## config.mk

```make
export PLATFORM = sky130hd
export DESIGN_NAME = flow_ewma_anomaly_gate_unit
export DESIGN_NICKNAME = d
export VERILOG_FILES = /design/src/sv/fea_pkg.sv /design/src/sv/fea_ram.sv /design/src/sv/fea_div.sv /design/src/sv/flow_ewma_anomaly_gate_unit.sv
export SDC_FILE = /design/constraint.sdc
export NUM_CORES = 2
export LEC_CHECK = 0
export ABC_AREA = 1
export ABC_CLOCK_PERIOD_IN_PS = 27500
export BUFFER_PORTS_ARGS = -buffer_cell sky130_fd_sc_hd__buf_2
export CORE_MARGIN = 2
export CORE_UTILIZATION = 55
export DETAILED_ROUTE_END_ITERATION = 6
export PLACE_DENSITY = 0.71
export RECOVER_POWER = 50
export SLEW_MARGIN = 20
export SYNTH_ARGS = -nofsm -noshare
export SYNTH_HDL_FRONTEND = slang
export SYNTH_SLANG_ARGS = --single-unit
```

## constraint.sdc

```tcl
create_clock -name clk_i -period 27.5 [get_ports clk_i]
set_input_delay 1.375 -clock clk_i [delete_from_list [all_inputs] [get_ports clk_i]]
set_output_delay 1.375 -clock clk_i [all_outputs]
set_load 0.01 [all_outputs]
```

## src/sv/fea_pkg.sv

```systemverilog
// Package for the flow EWMA anomaly gate: widths, reset values, opcodes.
// No dependencies.
`timescale 1ns / 1ps
`default_nettype none
package fea_pkg;
  localparam int unsigned TableEntriesDef = 16;
  localparam int unsigned DataW = 32;
  localparam logic [2:0] ShiftRst = 3'd3;
  localparam logic [7:0] DropRst = 8'd75;
  localparam logic [7:0] MarkRst = 8'd30;
  localparam logic [5:0] ScoreWeight = 6'd50;

  localparam logic OpRegister = 1'b0;
  localparam logic OpEvaluate = 1'b1;

  localparam logic [1:0] CfgShift = 2'd0;
  localparam logic [1:0] CfgDrop  = 2'd1;
  localparam logic [1:0] CfgMark  = 2'd2;

  localparam logic [1:0] DecPass = 2'd0;
  localparam logic [1:0] DecMark = 2'd1;
  localparam logic [1:0] DecDrop = 2'd2;

  typedef struct packed {
    logic start;
    logic busy;
  } div_ctl_t;
endpackage
`default_nettype wire

```

## src/sv/fea_ram.sv

```systemverilog
// Generic RAM with one write port and one registered read port.
// No dependencies.
`timescale 1ns / 1ps
`default_nettype none
module fea_ram #(
  parameter int unsigned Width = 32,
  parameter int unsigned Depth = 16
) (
  input  wire logic                                       clk_i,
  input  wire logic                                       we_i,
  input  wire logic [(Depth > 1 ? $clog2(Depth) : 1)-1:0] waddr_i,
  input  wire logic [Width-1:0]                           wdata_i,
  input  wire logic [(Depth > 1 ? $clog2(Depth) : 1)-1:0] raddr_i,
  output logic      [Width-1:0]                           rdata_o
);
  logic [Width-1:0] mem_q [Depth];
  always_ff @(posedge clk_i) begin
    if (we_i) begin
      mem_q[waddr_i] <= wdata_i;
    end
    rdata_o <= mem_q[raddr_i];
  end
endmodule
`default_nettype wire

```

## src/sv/fea_div.sv

```systemverilog
// Bit-serial restoring divider: 38-bit dividend by 32-bit divisor, one
// quotient bit per cycle. Depends on fea_pkg.
`timescale 1ns / 1ps
`default_nettype none
module fea_div
  import fea_pkg::*;
(
  input  wire logic             clk_i,
  input  wire logic             rst_ni,
  input  wire logic             start_i,
  input  wire logic [37:0]      dividend_i,
  input  wire logic [DataW-1:0] divisor_i,
  output div_ctl_t              ctl_o,
  output logic      [37:0]      quot_o
);
  logic [37:0] quo_q, quo_d;
  logic [32:0] rem_q, rem_d;
  logic [DataW-1:0] dvs_q, dvs_d;
  logic [5:0] cnt_q, cnt_d;
  logic busy_q, busy_d;
  logic [33:0] trial;

  always_comb begin
    quo_d = quo_q;
    rem_d = rem_q;
    dvs_d = dvs_q;
    cnt_d = cnt_q;
    busy_d = busy_q;
    trial = {rem_q, quo_q[37]} - {2'b00, dvs_q};
    if (start_i) begin
      quo_d = dividend_i;
      rem_d = '0;
      dvs_d = divisor_i;
      cnt_d = 6'd38;
      busy_d = 1'b1;
    end else if (busy_q) begin
      // shift in next dividend bit, subtract when it fits
      if (!trial[33]) begin
        rem_d = trial[32:0];
        quo_d = {quo_q[36:0], 1'b1};
      end else begin
        rem_d = {rem_q[31:0], quo_q[37]};
        quo_d = {quo_q[36:0], 1'b0};
      end
      cnt_d = cnt_q - 6'd1;
      if (cnt_q == 6'd1) begin
        busy_d = 1'b0;
      end
    end
  end

  always_ff @(posedge clk_i or negedge rst_ni) begin
    if (!rst_ni) begin
      busy_q <= 1'b0;
      cnt_q <= '0;
    end else begin
      busy_q <= busy_d;
      cnt_q <= cnt_d;
    end
  end

  always_ff @(posedge clk_i) begin
    quo_q <= quo_d;
    rem_q <= rem_d;
    dvs_q <= dvs_d;
  end

  assign ctl_o.start = start_i;
  assign ctl_o.busy = busy_q;
  assign quot_o = quo_q;

`ifndef SYNTH
  a_cnt_busy: assert property (@(posedge clk_i) disable iff (!rst_ni)
    busy_q |-> cnt_q != 6'd0) else $error("divider busy with zero count");
  a_start_busy: assert property (@(posedge clk_i) disable iff (!rst_ni)
    start_i |=> busy_q) else $error("divider did not start");
  a_idle_cnt: assert property (@(posedge clk_i) disable iff (!rst_ni)
    !busy_q |-> cnt_q == 6'd0) else $error("divider idle with count left");
`endif
endmodule
`default_nettype wire

```

## src/sv/flow_ewma_anomaly_gate_unit.sv

```systemverilog
// Top level of the flow EWMA anomaly gate: source table, lookup, averaging,
// scoring. Depends on fea_pkg, fea_ram and fea_div.
//
// Channel | Direction | Handshake        | Payload
// in      | input     | in_valid_i/stall | opcode, source id, time, bytes, expectations
// out     | output    | out_valid_o/stall| decision, score, unknown, refused
// cfg     | input     | cfg_we_i         | cfg_index_i, cfg_data_i
//
// One item at a time. An evaluate item scans the table with one RAM read per
// entry scanned, then runs up to two serial 38-bit divisions. The result sits
// in an output register; the input is taken again once it is delivered.
// Reset clears the entry count, so the table is empty without a sweep.
`timescale 1ns / 1ps
`default_nettype none
module flow_ewma_anomaly_gate_unit
  import fea_pkg::*;
#(
  parameter int unsigned TableEntries = TableEntriesDef
) (
  input  wire logic             clk_i,
  input  wire logic             rst_ni,
  input  wire logic             in_valid_i,
  output logic                  in_stall_o,
  input  wire logic             in_opcode_i,
  input  wire logic [DataW-1:0] in_source_id_i,
  input  wire logic [DataW-1:0] in_arrival_time_ms_i,
  input  wire logic [DataW-1:0] in_packet_bytes_i,
  input  wire logic [DataW-1:0] in_expected_interval_ms_i,
  input  wire logic [DataW-1:0] in_expected_volume_bytes_i,
  output logic                  out_valid_o,
  input  wire logic             out_stall_i,
  output logic      [1:0]       out_decision_o,
  output logic      [7:0]       out_anomaly_score_o,
  output logic                  out_unknown_source_o,
  output logic                  out_registration_refused_o,
  input  wire logic             cfg_we_i,
  input  wire logic [1:0]       cfg_index_i,
  input  wire logic [7:0]       cfg_data_i
);
  localparam int unsigned AddrW = (TableEntries > 1) ? $clog2(TableEntries) : 1;
  localparam int unsigned CntW = $clog2(TableEntries + 1);
  localparam int unsigned RowW = 6 * DataW;
  localparam logic [CntW-1:0] FullCnt = CntW'(TableEntries);

  typedef enum logic [8:0] {
    StIdle  = 9'b000000001,
    StRead  = 9'b000000010,
    StCmp   = 9'b000000100,
    StUpd   = 9'b000001000,
    StDivI  = 9'b000010000,
    StWaitI = 9'b000100000,
    StDivV  = 9'b001000000,
    StWaitV = 9'b010000000,
    StOut   = 9'b100000000
  } state_e;

  state_e st_q, st_d;
  logic [2:0] shift_q;
  logic [7:0] drop_q, mark_q;
  logic [CntW-1:0] count_q, count_d;
  logic [CntW-1:0] idx_q, idx_d;

  logic [DataW-1:0] id_q, now_q, bytes_q, ei_q, ev_q;
  logic op_q;
  logic [DataW-1:0] ia_q, va_q, eit_q, evt_q;
  logic [8:0] score_q, score_d;
  logic out_valid_q;
  logic [1:0] dec_q;
  logic unk_q, ref_q;

  logic ram_we;
  logic [AddrW-1:0] ram_waddr, ram_raddr;
  logic [RowW-1:0] ram_wdata, ram_rdata;
  logic [DataW-1:0] r_id, r_ei, r_ev, r_lt, r_ia, r_va;

  logic div_start;
  logic [37:0] div_dvd, div_quot;
  logic [DataW-1:0] div_dvs;
  div_ctl_t div_ctl;

  logic [DataW-1:0] sample, dif_i, dif_v, stp_i, stp_v, nia, nva;

  logic in_acc;
  assign in_acc = in_valid_i && !in_stall_o;
  assign in_stall_o = (st_q != StIdle) || out_valid_q;

  // row layout: id, expected interval, expected volume, last, iavg, vavg
  assign {r_id, r_ei, r_ev, r_lt, r_ia, r_va} = ram_rdata;

  fea_ram #(.Width(RowW), .Depth(TableEntries)) u_ram (
    .clk_i   (clk_i),
    .we_i    (ram_we),
    .waddr_i (ram_waddr),
    .wdata_i (ram_wdata),
    .raddr_i (ram_raddr),
    .rdata_o (ram_rdata)
  );

  fea_div u_div (
    .clk_i      (clk_i),
    .rst_ni     (rst_ni),
    .start_i    (div_start),
    .dividend_i (div_dvd),
    .divisor_i  (div_dvs),
    .ctl_o      (div_ctl),
    .quot_o     (div_quot)
  );

  assign ram_raddr = idx_q[AddrW-1:0];

  // EWMA step: arithmetic shift of the wrapped difference
  assign sample = (r_lt == '0) ? r_ei : (now_q - r_lt);
  assign dif_i = sample - r_ia;
  assign dif_v = bytes_q - r_va;
  assign stp_i = DataW'($signed(dif_i) >>> shift_q);
  assign stp_v = DataW'($signed(dif_v) >>> shift_q);
  assign nia = r_ia + stp_i;
  assign nva = r_va + stp_v;

  function automatic logic ref_d_cond();
    ref_d_cond = (count_q >= FullCnt) || (ei_q == '0) || (ev_q == '0);
  endfunction

  always_comb begin
    st_d = st_q;
    count_d = count_q;
    idx_d = idx_q;
    score_d = score_q;
    ram_we = 1'b0;
    ram_waddr = idx_q[AddrW-1:0];
    ram_wdata = {id_q, ei_q, ev_q, {DataW{1'b0}}, ei_q, ev_q};
    div_start = 1'b0;
    div_dvd = {6'd0, eit_q - ia_q} * 38'(ScoreWeight);
    div_dvs = eit_q;
    case (st_q)
      StIdle: begin
        if (in_acc) begin
          idx_d = '0;
          score_d = '0;
          st_d = (in_opcode_i == OpEvaluate) ? StRead : StOut;
        end
      end
      StRead: begin
        if (idx_q >= count_q) begin
          st_d = StOut;
        end else begin
          st_d = StCmp;
        end
      end
      StCmp: begin
        if (r_id == id_q) begin
          st_d = StUpd;
        end else begin
          idx_d = idx_q + CntW'(1);
          st_d = StRead;
        end
      end
      StUpd: begin
        ram_we = 1'b1;
        ram_wdata = {r_id, r_ei, r_ev, now_q, nia, nva};
        st_d = StDivI;
      end
      StDivI: begin
        if (ia_q < eit_q) begin
          div_start = 1'b1;
          st_d = StWaitI;
        end else begin
          st_d = StDivV;
        end
      end
      StWaitI: begin
        if (!div_ctl.busy && !div_ctl.start) begin
          score_d = (div_quot > 38'd255) ? 9'd255 : {1'b0, div_quot[7:0]};
          st_d = StDivV;
        end
      end
      StDivV: begin
        div_dvd = {6'd0, va_q - evt_q} * 38'(ScoreWeight);
        div_dvs = evt_q;
        if (va_q > evt_q) begin
          div_start = 1'b1;
          st_d = StWaitV;
        end else begin
          st_d = StOut;
        end
      end
      StWaitV: begin
        div_dvs = evt_q;
        if (!div_ctl.busy && !div_ctl.start) begin
          score_d = (div_quot > 38'd255) ? 9'd255 :
                    ((score_q + {1'b0, div_quot[7:0]} > 9'd255) ? 9'd255 :
                     score_q + {1'b0, div_quot[7:0]});
          st_d = StOut;
        end
      end
      StOut: begin
        if (!op_q && !ref_d_cond()) begin
          ram_we = 1'b1;
          ram_waddr = count_q[AddrW-1:0];
          count_d = count_q + CntW'(1);
        end
        st_d = StIdle;
      end
      default: st_d = StIdle;
    endcase
  end

  always_ff @(posedge clk_i or negedge rst_ni) begin
    if (!rst_ni) begin
      st_q <= StIdle;
      count_q <= '0;
      idx_q <= '0;
      shift_q <= ShiftRst;
      drop_q <= DropRst;
      mark_q <= MarkRst;
      out_valid_q <= 1'b0;
    end else begin
      st_q <= st_d;
      count_q <= count_d;
      idx_q <= idx_d;
      if (cfg_we_i) begin
        case (cfg_index_i)
          CfgShift: shift_q <= cfg_data_i[2:0];
          CfgDrop:  drop_q <= cfg_data_i;
          CfgMark:  mark_q <= cfg_data_i;
          default: ;
        endcase
      end
      if (st_q == StOut) begin
        out_valid_q <= 1'b1;
      end else if (out_valid_q && !out_stall_i) begin
        out_valid_q <= 1'b0;
      end
    end
  end

  always_ff @(posedge clk_i) begin
    score_q <= score_d;
    if (in_acc) begin
      op_q <= in_opcode_i;
      id_q <= in_source_id_i;
      now_q <= in_arrival_time_ms_i;
      bytes_q <= in_packet_bytes_i;
      ei_q <= in_expected_interval_ms_i;
      ev_q <= in_expected_volume_bytes_i;
    end
    if (st_q == StUpd) begin
      ia_q <= nia;
      va_q <= nva;
      eit_q <= r_ei;
      evt_q <= r_ev;
    end
    if (st_q == StOut) begin
      ref_q <= !op_q && ref_d_cond();
      unk_q <= op_q && (idx_q >= count_q);
      if (!op_q) begin
        dec_q <= DecPass;
      end else if (idx_q >= count_q) begin
        dec_q <= DecDrop;
      end else if (score_q[7:0] > drop_q) begin
        dec_q <= DecDrop;
      end else if (score_q[7:0] > mark_q) begin
        dec_q <= DecMark;
      end else begin
        dec_q <= DecPass;
      end
    end
  end

  assign out_valid_o = out_valid_q;
  assign out_decision_o = dec_q;
  assign out_anomaly_score_o = (op_q && idx_q < count_q) ? score_q[7:0] : 8'd0;
  assign out_unknown_source_o = unk_q;
  assign out_registration_refused_o = ref_q;

`ifndef SYNTH
  a_count_max: assert property (@(posedge clk_i) disable iff (!rst_ni)
    count_q <= FullCnt) else $error("entry count past table size");
  a_no_accept_busy: assert property (@(posedge clk_i) disable iff (!rst_ni)
    (st_q != StIdle) |-> in_stall_o) else $error("input taken while busy");
  a_out_after: assert property (@(posedge clk_i) disable iff (!rst_ni)
    (st_q == StOut) |=> out_valid_q) else $error("result not presented");
  a_lt_used: assert property (@(posedge clk_i) disable iff (!rst_ni)
    (st_q == StUpd) |=> $stable(count_q)) else $error("count moved on update");
`endif
endmodule
`default_nettype wire

```

======== Yosys cells after proc, flatten, opt, wreduce, memory -nomap -nowiden ========
Memory sizes are Yosys's and may differ from the RTL's. A register that Yosys moved wholly into a read port is not among the register bits.
Index checks and enable logic that the tools add are counted.
Widths: inputs -> output; s select.
word-level totals
  word-level logic and storage cells ...... 152
  memory bits (writable) .................. 3072
  memories kept ........................... 1
  bits in registers ....................... 451
  input port bits ......................... 176
memories
  name         words  width  rd ports  clocked after memory_dff  write ports  line           source
  u_ram.mem_q  16     192    1         1                         1            fea_ram.sv:16  logic [Width-1:0] mem_q [Depth];
cells by class
  muxes and demuxes ....................... 47
  multiply operators ...................... 2
  equal/unequal tests ..................... 18
  add/sub/neg operators ................... 12
  reduce and logical (&&, ||, !) cells .... 33
  magnitude comparators ................... 9
  bitwise logic cells ..................... 1
  shift-type cells ........................ 2
operator list
  operator               count
  $mux 192               1
  $sub 32x32->32         5
  $mux 38                3
  $mux 9                 11
  $logic_not 32->1       3
  $mul 32x5->37 const B  2
  $pmux 9 s8             1
  $add 32x32->32         2
  $mux 32                2
  $sshr 32x3->32         2
  $gt 38x8->1 const B    1
  $sub 34x32->34         1
  $mux 33                1
  $eq 32x32->1           1
  $gt 32x32->1           1
  $lt 32x32->1           1
  $pmux 9 s3             1
  $gt 8x8->1             2
  $mux 8                 2
  $mux 1                 12
  $mux 4                 3
  $mux 6                 2
  $add 5x1->5 const B    2
  $mux 5                 2
  other kinds (36)       60

======== Depth between registers and ports, before layout ========
  word-level depth ........................ 9
  gate-level depth with buffers ........... 43
  mapped depth without buffers ............ 43

======== By module ========
Synthesis repeated with hierarchy kept, for this count alone.
second synthesis, totals
  cells, all modules ...................... 17587
  area, all modules ....................... 174836.4 um^2
by module, submodules not included
  module                       times used  cells an instance  area each (um^2)
  fea_ram                      1           11680              131498.6
  flow_ewma_anomaly_gate_unit  1           4834               35938.2
  fea_div                      1           1073               7399.6

======== Worst setup path before layout ========
Ideal clock, no wire load.
  kind .................................... flip-flop to flip-flop
  start point ............................. register st_q[5]
  end point ............................... memory u_ram.mem_q[12][0] (netlist bit) (enable)
  setup slack ............................. 16753 ps
  required time ........................... 26753 ps
  setup time .............................. 747 ps
  arrival ................................. 10000 ps
  stages on the path, launching flop included .. 10
  path through ............................ dfrtp_1 > nor2_1 > inv_1 > nor2_4 > inv_2 > nor3_1 > nand3_1 > o21ai_0 > nand2_1 > nor2_1
between the ends
  word-level cells in the longest chain between the ends .. 4
  elaborated cells between the ends (all ways) .. 6
ends and longest elaborated chain
  element                                          line                                source
  start, declared                                  flow_ewma_anomaly_gate_unit.sv:57   state_e st_q, st_d;
  start signal, assigned                           flow_ewma_anomaly_gate_unit.sv:210  st_q <= StIdle;
  start signal, assigned                           flow_ewma_anomaly_gate_unit.sv:218  st_q <= st_d;
  $eq 9x9->1 / $eq 9x4->1 (equally long branches)  flow_ewma_anomaly_gate_unit.sv:135  case (st_q)
  $pmux 1 s2                                       flow_ewma_anomaly_gate_unit.sv:135
  $mux 1                                           fea_ram.sv:18                       if (we_i) begin
  $mux 1 (implied by the code)                     fea_ram.sv:19                       mem_q[waddr_i] <= wdata_i;
  end, declared                                    fea_ram.sv:16
Several ways; a longest one is shown, not always the timed one.

==> results.py <==
metrics = {
    "run_status": {
        "status": "finished, violations left",
        "violations": "design-rule violations, max-capacitance violations, max-slew violations",
    },
    "grt": {
        "grt-ovfl-total": 0,
        "grt_pass1_vias": 106000,
        "grt_usage": 0.300,
        "grt_antenna_before_repair": 44,
        "grt_pass1_wl_microns": 681000,
        "grt_max_degree": 217,
    },
    "setup_path": {
        "regToRegEndpoint": "u_ram.rdata_o[80]$_DFF_P_",
        "cp_slowest_cell": "clkbuf_1",
        "r2r_slack_ns": 12.83,
        "cp-start-kind": "register",
        "worstPathMaxFanout": 161,
        "crit_required_ns": 28.34,
        "cp-endpoint": "u_ram.rdata_o[80]$_DFF_P_",
        "rr_worst_depth": 7,
        "critPathCaptureType": "register",
        "worstPathCellList": "clkinvlp_2, clkbuf_1, clkbuf_1, nor2_1, o32ai_1, o211ai_1, nand3_1",
        "cp_data_arrival_time_ns": 15.51,
        "cp-startpoint": "idx_q[0]$_DFFE_PN0P_",
        "reg2reg_from": "idx_q[0]$_DFFE_PN0P_",
        "max_stage_delay_ns": 5.66,
        "critPathKind": "register to register",
        "path_common_cell": "clkbuf_1",
    },
    "drt": {
        "viasPerCell": 6.17,
        "drtIter0Drc": 14700,
        "drc_errors": 2,
        "dr_total_vias": 113000,
        "routed_wl_microns": 466000,
        "wl_per_cell_microns": 25.5,
        "dr.pass1.iters": 7,
        "antenna_left": 0,
    },
    "clock_tree": {
        "cts_tree": "built",
        "htreeDepth": 5,
        "post_cts_buffers": 0,
        "cts_max_path_buffers": 4,
        "root_buffer": "clkbuf_16",
        "ctsHoldBuffers": 0,
        "cts_sinks": 3715,
        "cts_buffers": 377,
        "cts_resized": 0,
        "clk_pin_slew_ns": 0.06,
        "clk_latency_ns": 0.95,
    },
    "power": {
        "sw_frac_of_total": 0.287,
        "p_seq_frac": 0.475,
        "p_clk_frac": 0.346,
        "ir_worst_vdd_uv": 62.6,
        "p_int_uw": 10200,
        "leakage_uw": 0.0638,
        "switchingPower_uw": 4100,
        "power_density_mw_per_mm2": 78.8,
        "pwr-share-comb": 0.178,
    },
    "floorplanning": {
        "core-area_sq_mm": 0.298,
        "dieHeight_microns": 551,
        "die_w_microns": 551,
        "dieArea_sq_mm": 0.304,
        "io_pins": 190,
        "initial_core_util": 0.554,
        "fp-row-count": 200,
    },
    "cells_and_area": {
        "areaGrowthSynthToFinish_pct": 10.1,
        "final_common_cell": "edfxtp_1",
        "fill_cells": 23100,
        "fin_nets": 14700,
        "final_cell_mix": "edfxtp_1 (3444), nor2_1 (2148), nand2_1 (1735)",
        "final_layout_size_suffix_gt1_frac": 0.0623,
    },
    "yosys": {
        "syn_inst": 13900,
        "ys_seq_elements": 3715,
        "yosys_most_used_dff": "edfxtp_1",
        "async_flop_share": 0.0124,
        "synth-edff-count": 3444,
        "yosysUniqueCellTypes": 77,
        "synth.avg_cell_area_sq_um": 11.9,
        "synthesis.nets": 14600,
        "netlist_area_sq_mm": 0.165,
        "ys_warn_count": 0,
        "seq_area_frac_synth": 0.662,
    },
    "timing": {
        "hold_viol": 0,
        "drv_slew": 2756,
        "tightest_slew_ns": 8.13,
        "relSlewSlack": -4.42,
        "fin_crit_sh": 0.533,
        "totalNegativeSetupSlack_ns": 0,
        "setup_viol": 0,
        "rsz0062_at_grt": "false",
        "clock.fmax_mhz": 68.2,
        "fin_ws_ns": 12.83,
        "skew_ns": 0.0720,
        "fin_crit_ns": 14.67,
    },
    "flow_run": {
        "maxCapViolCount": 64,
    },
    "placed_design": {
        "post-place-ws_ns": 20.27,
        "place_congestion": 0.999,
        "dp.final_hpwl_microns": 286000,
        "io_buffers": 189,
    },
    "min_path": {
        "holdCritPathClass": "register to register",
        "min_path_cells": 0,
    },
}
[per-stage QoR]
stage / utilization / hold WS [ns] / total power [uW] / area, sq um / std cells
finish: 0.609 / 0.431 / 14300 / 181000 / 18300
global route: 0.609 / 0.444 / 14800 / 181000 / 18300
CTS: 0.612 / 0.430 / 14300 / 182000 / 18200
detailed placement: 0.571 / 0.415 / 9400 / 170000 / 17500
global placement: 0.571 / 0.413 / 9390 / 170000 / 17500
floorplan: - / 0.408 / 8530 / 165000 / 13900
[power groups by stage]
stage               registers (uW)  logic (uW)  clock network [uW]
finish                        6780        2550                4950
floorplan                     6840        1690                   0
global route                  6790        2800                5210
CTS                           6770        2530                4990
detailed placement            6880        2510                   0
global placement              6880        2500                   0
[synthesized netlist by cell type, drive strengths merged (63+ instances only)]
library cell | number | area share
clkbuf | 571 | 0.013
buf | 130 | 0.0041
o221ai | 307 | 0.016
a21oi | 420 | 0.013
nand3 | 652 | 0.020
dfxtp | 225 | 0.027
o21ai | 1251 | 0.038
inv | 766 | 0.017
xnor2 | 103 | 0.0055
mux2i | 320 | 0.019
fa | 63 | 0.0077
nand4 | 70 | 0.0028
ha | 491 | 0.037
o32ai | 467 | 0.025
xor2 | 139 | 0.0074
nor2 | 2154 | 0.049
edfxtp | 3444 | 0.63
o211ai | 103 | 0.0047
nand2 | 1749 | 0.040
[how the worst min path moves through the flow]
| stage | start | end | slack (ns) |
|---|---|---|---|
| finish | u_ram.rdata_o[100]$_DFF_P_ | evt_q[4]$_DFFE_PP_ | 0.43 |
| detailed placement | u_ram.rdata_o[100]$_DFF_P_ | evt_q[4]$_DFFE_PP_ | 0.42 |
| global placement | u_ram.rdata_o[104]$_DFF_P_ | evt_q[8]$_DFFE_PP_ | 0.41 |
| global route | u_ram.rdata_o[117]$_DFF_P_ | evt_q[21]$_DFFE_PP_ | 0.44 |
| CTS | u_ram.rdata_o[100]$_DFF_P_ | evt_q[4]$_DFFE_PP_ | 0.43 |
| floorplan | u_ram.rdata_o[139]$_DFF_P_ | eit_q[11]$_DFFE_PP_ | 0.41 |
[worst max-delay path: cells and delay by family, from the launching register on]
family / cells / cell delay [ns]
AO/OA/AOI/OAI: 2 / 0.51
buffers and inverters: 3 / 11.79
flip-flops: 1 / 1.37
AND/OR/NAND/NOR: 2 / 0.27
[cell families after synthesis]
family / share of synthesized area
flops: 0.662
xor+xnor: 0.0129
buf+inv: 0.0346
compound gates: 0.107
mux: 0.0195
other cells: 0.0000228
fa+ha+maj: 0.0450
simple gates: 0.119
[metal layers]
layer	up-vias	global-route usage	share of wire	wire length [microns]
met2	5689	0.462	0.45	210000
met1	55300	0.432	0.41	192000
met4	30	0.108	0.036	17000
met3	844	0.0500	0.098	45800
li1	50800	-	-	-
met5	-	0.00281	0.00067	312
[registers in the layout (all words and copies together) (netlist names), 2 cells and up]
signal	count
idx_q	5
bytes_q	32
u_ram.rdata_o	192
out_decision_o	2
u_div.quot_o	38
u_div.dvs_q	32
score_q	9
u_div.rem_q	33
eit_q	32
va_q	32
ei_q	32
shift_q	3
u_ram.mem_q	3072
count_q	5
drop_q	8
mark_q	8
ev_q	32
id_q	32
now_q	32
st_q	9
evt_q	32
u_div.cnt_q	6
ia_q	32
[final cells by class]
type,count,area [sq um],share of cell area
sequential,3715,109000,0.602
multi-input combinational,8682,49900,0.275
clock buffer,509,10300,0.0567
tap,3939,4930,0.0272
inverter,767,2900,0.0160
timing repair buffer,441,2440,0.0134
clock inverter,196,1680,0.00928
antenna,31,77.6,0.000428
No activity file was read; power rests on OpenSTA's default activity.
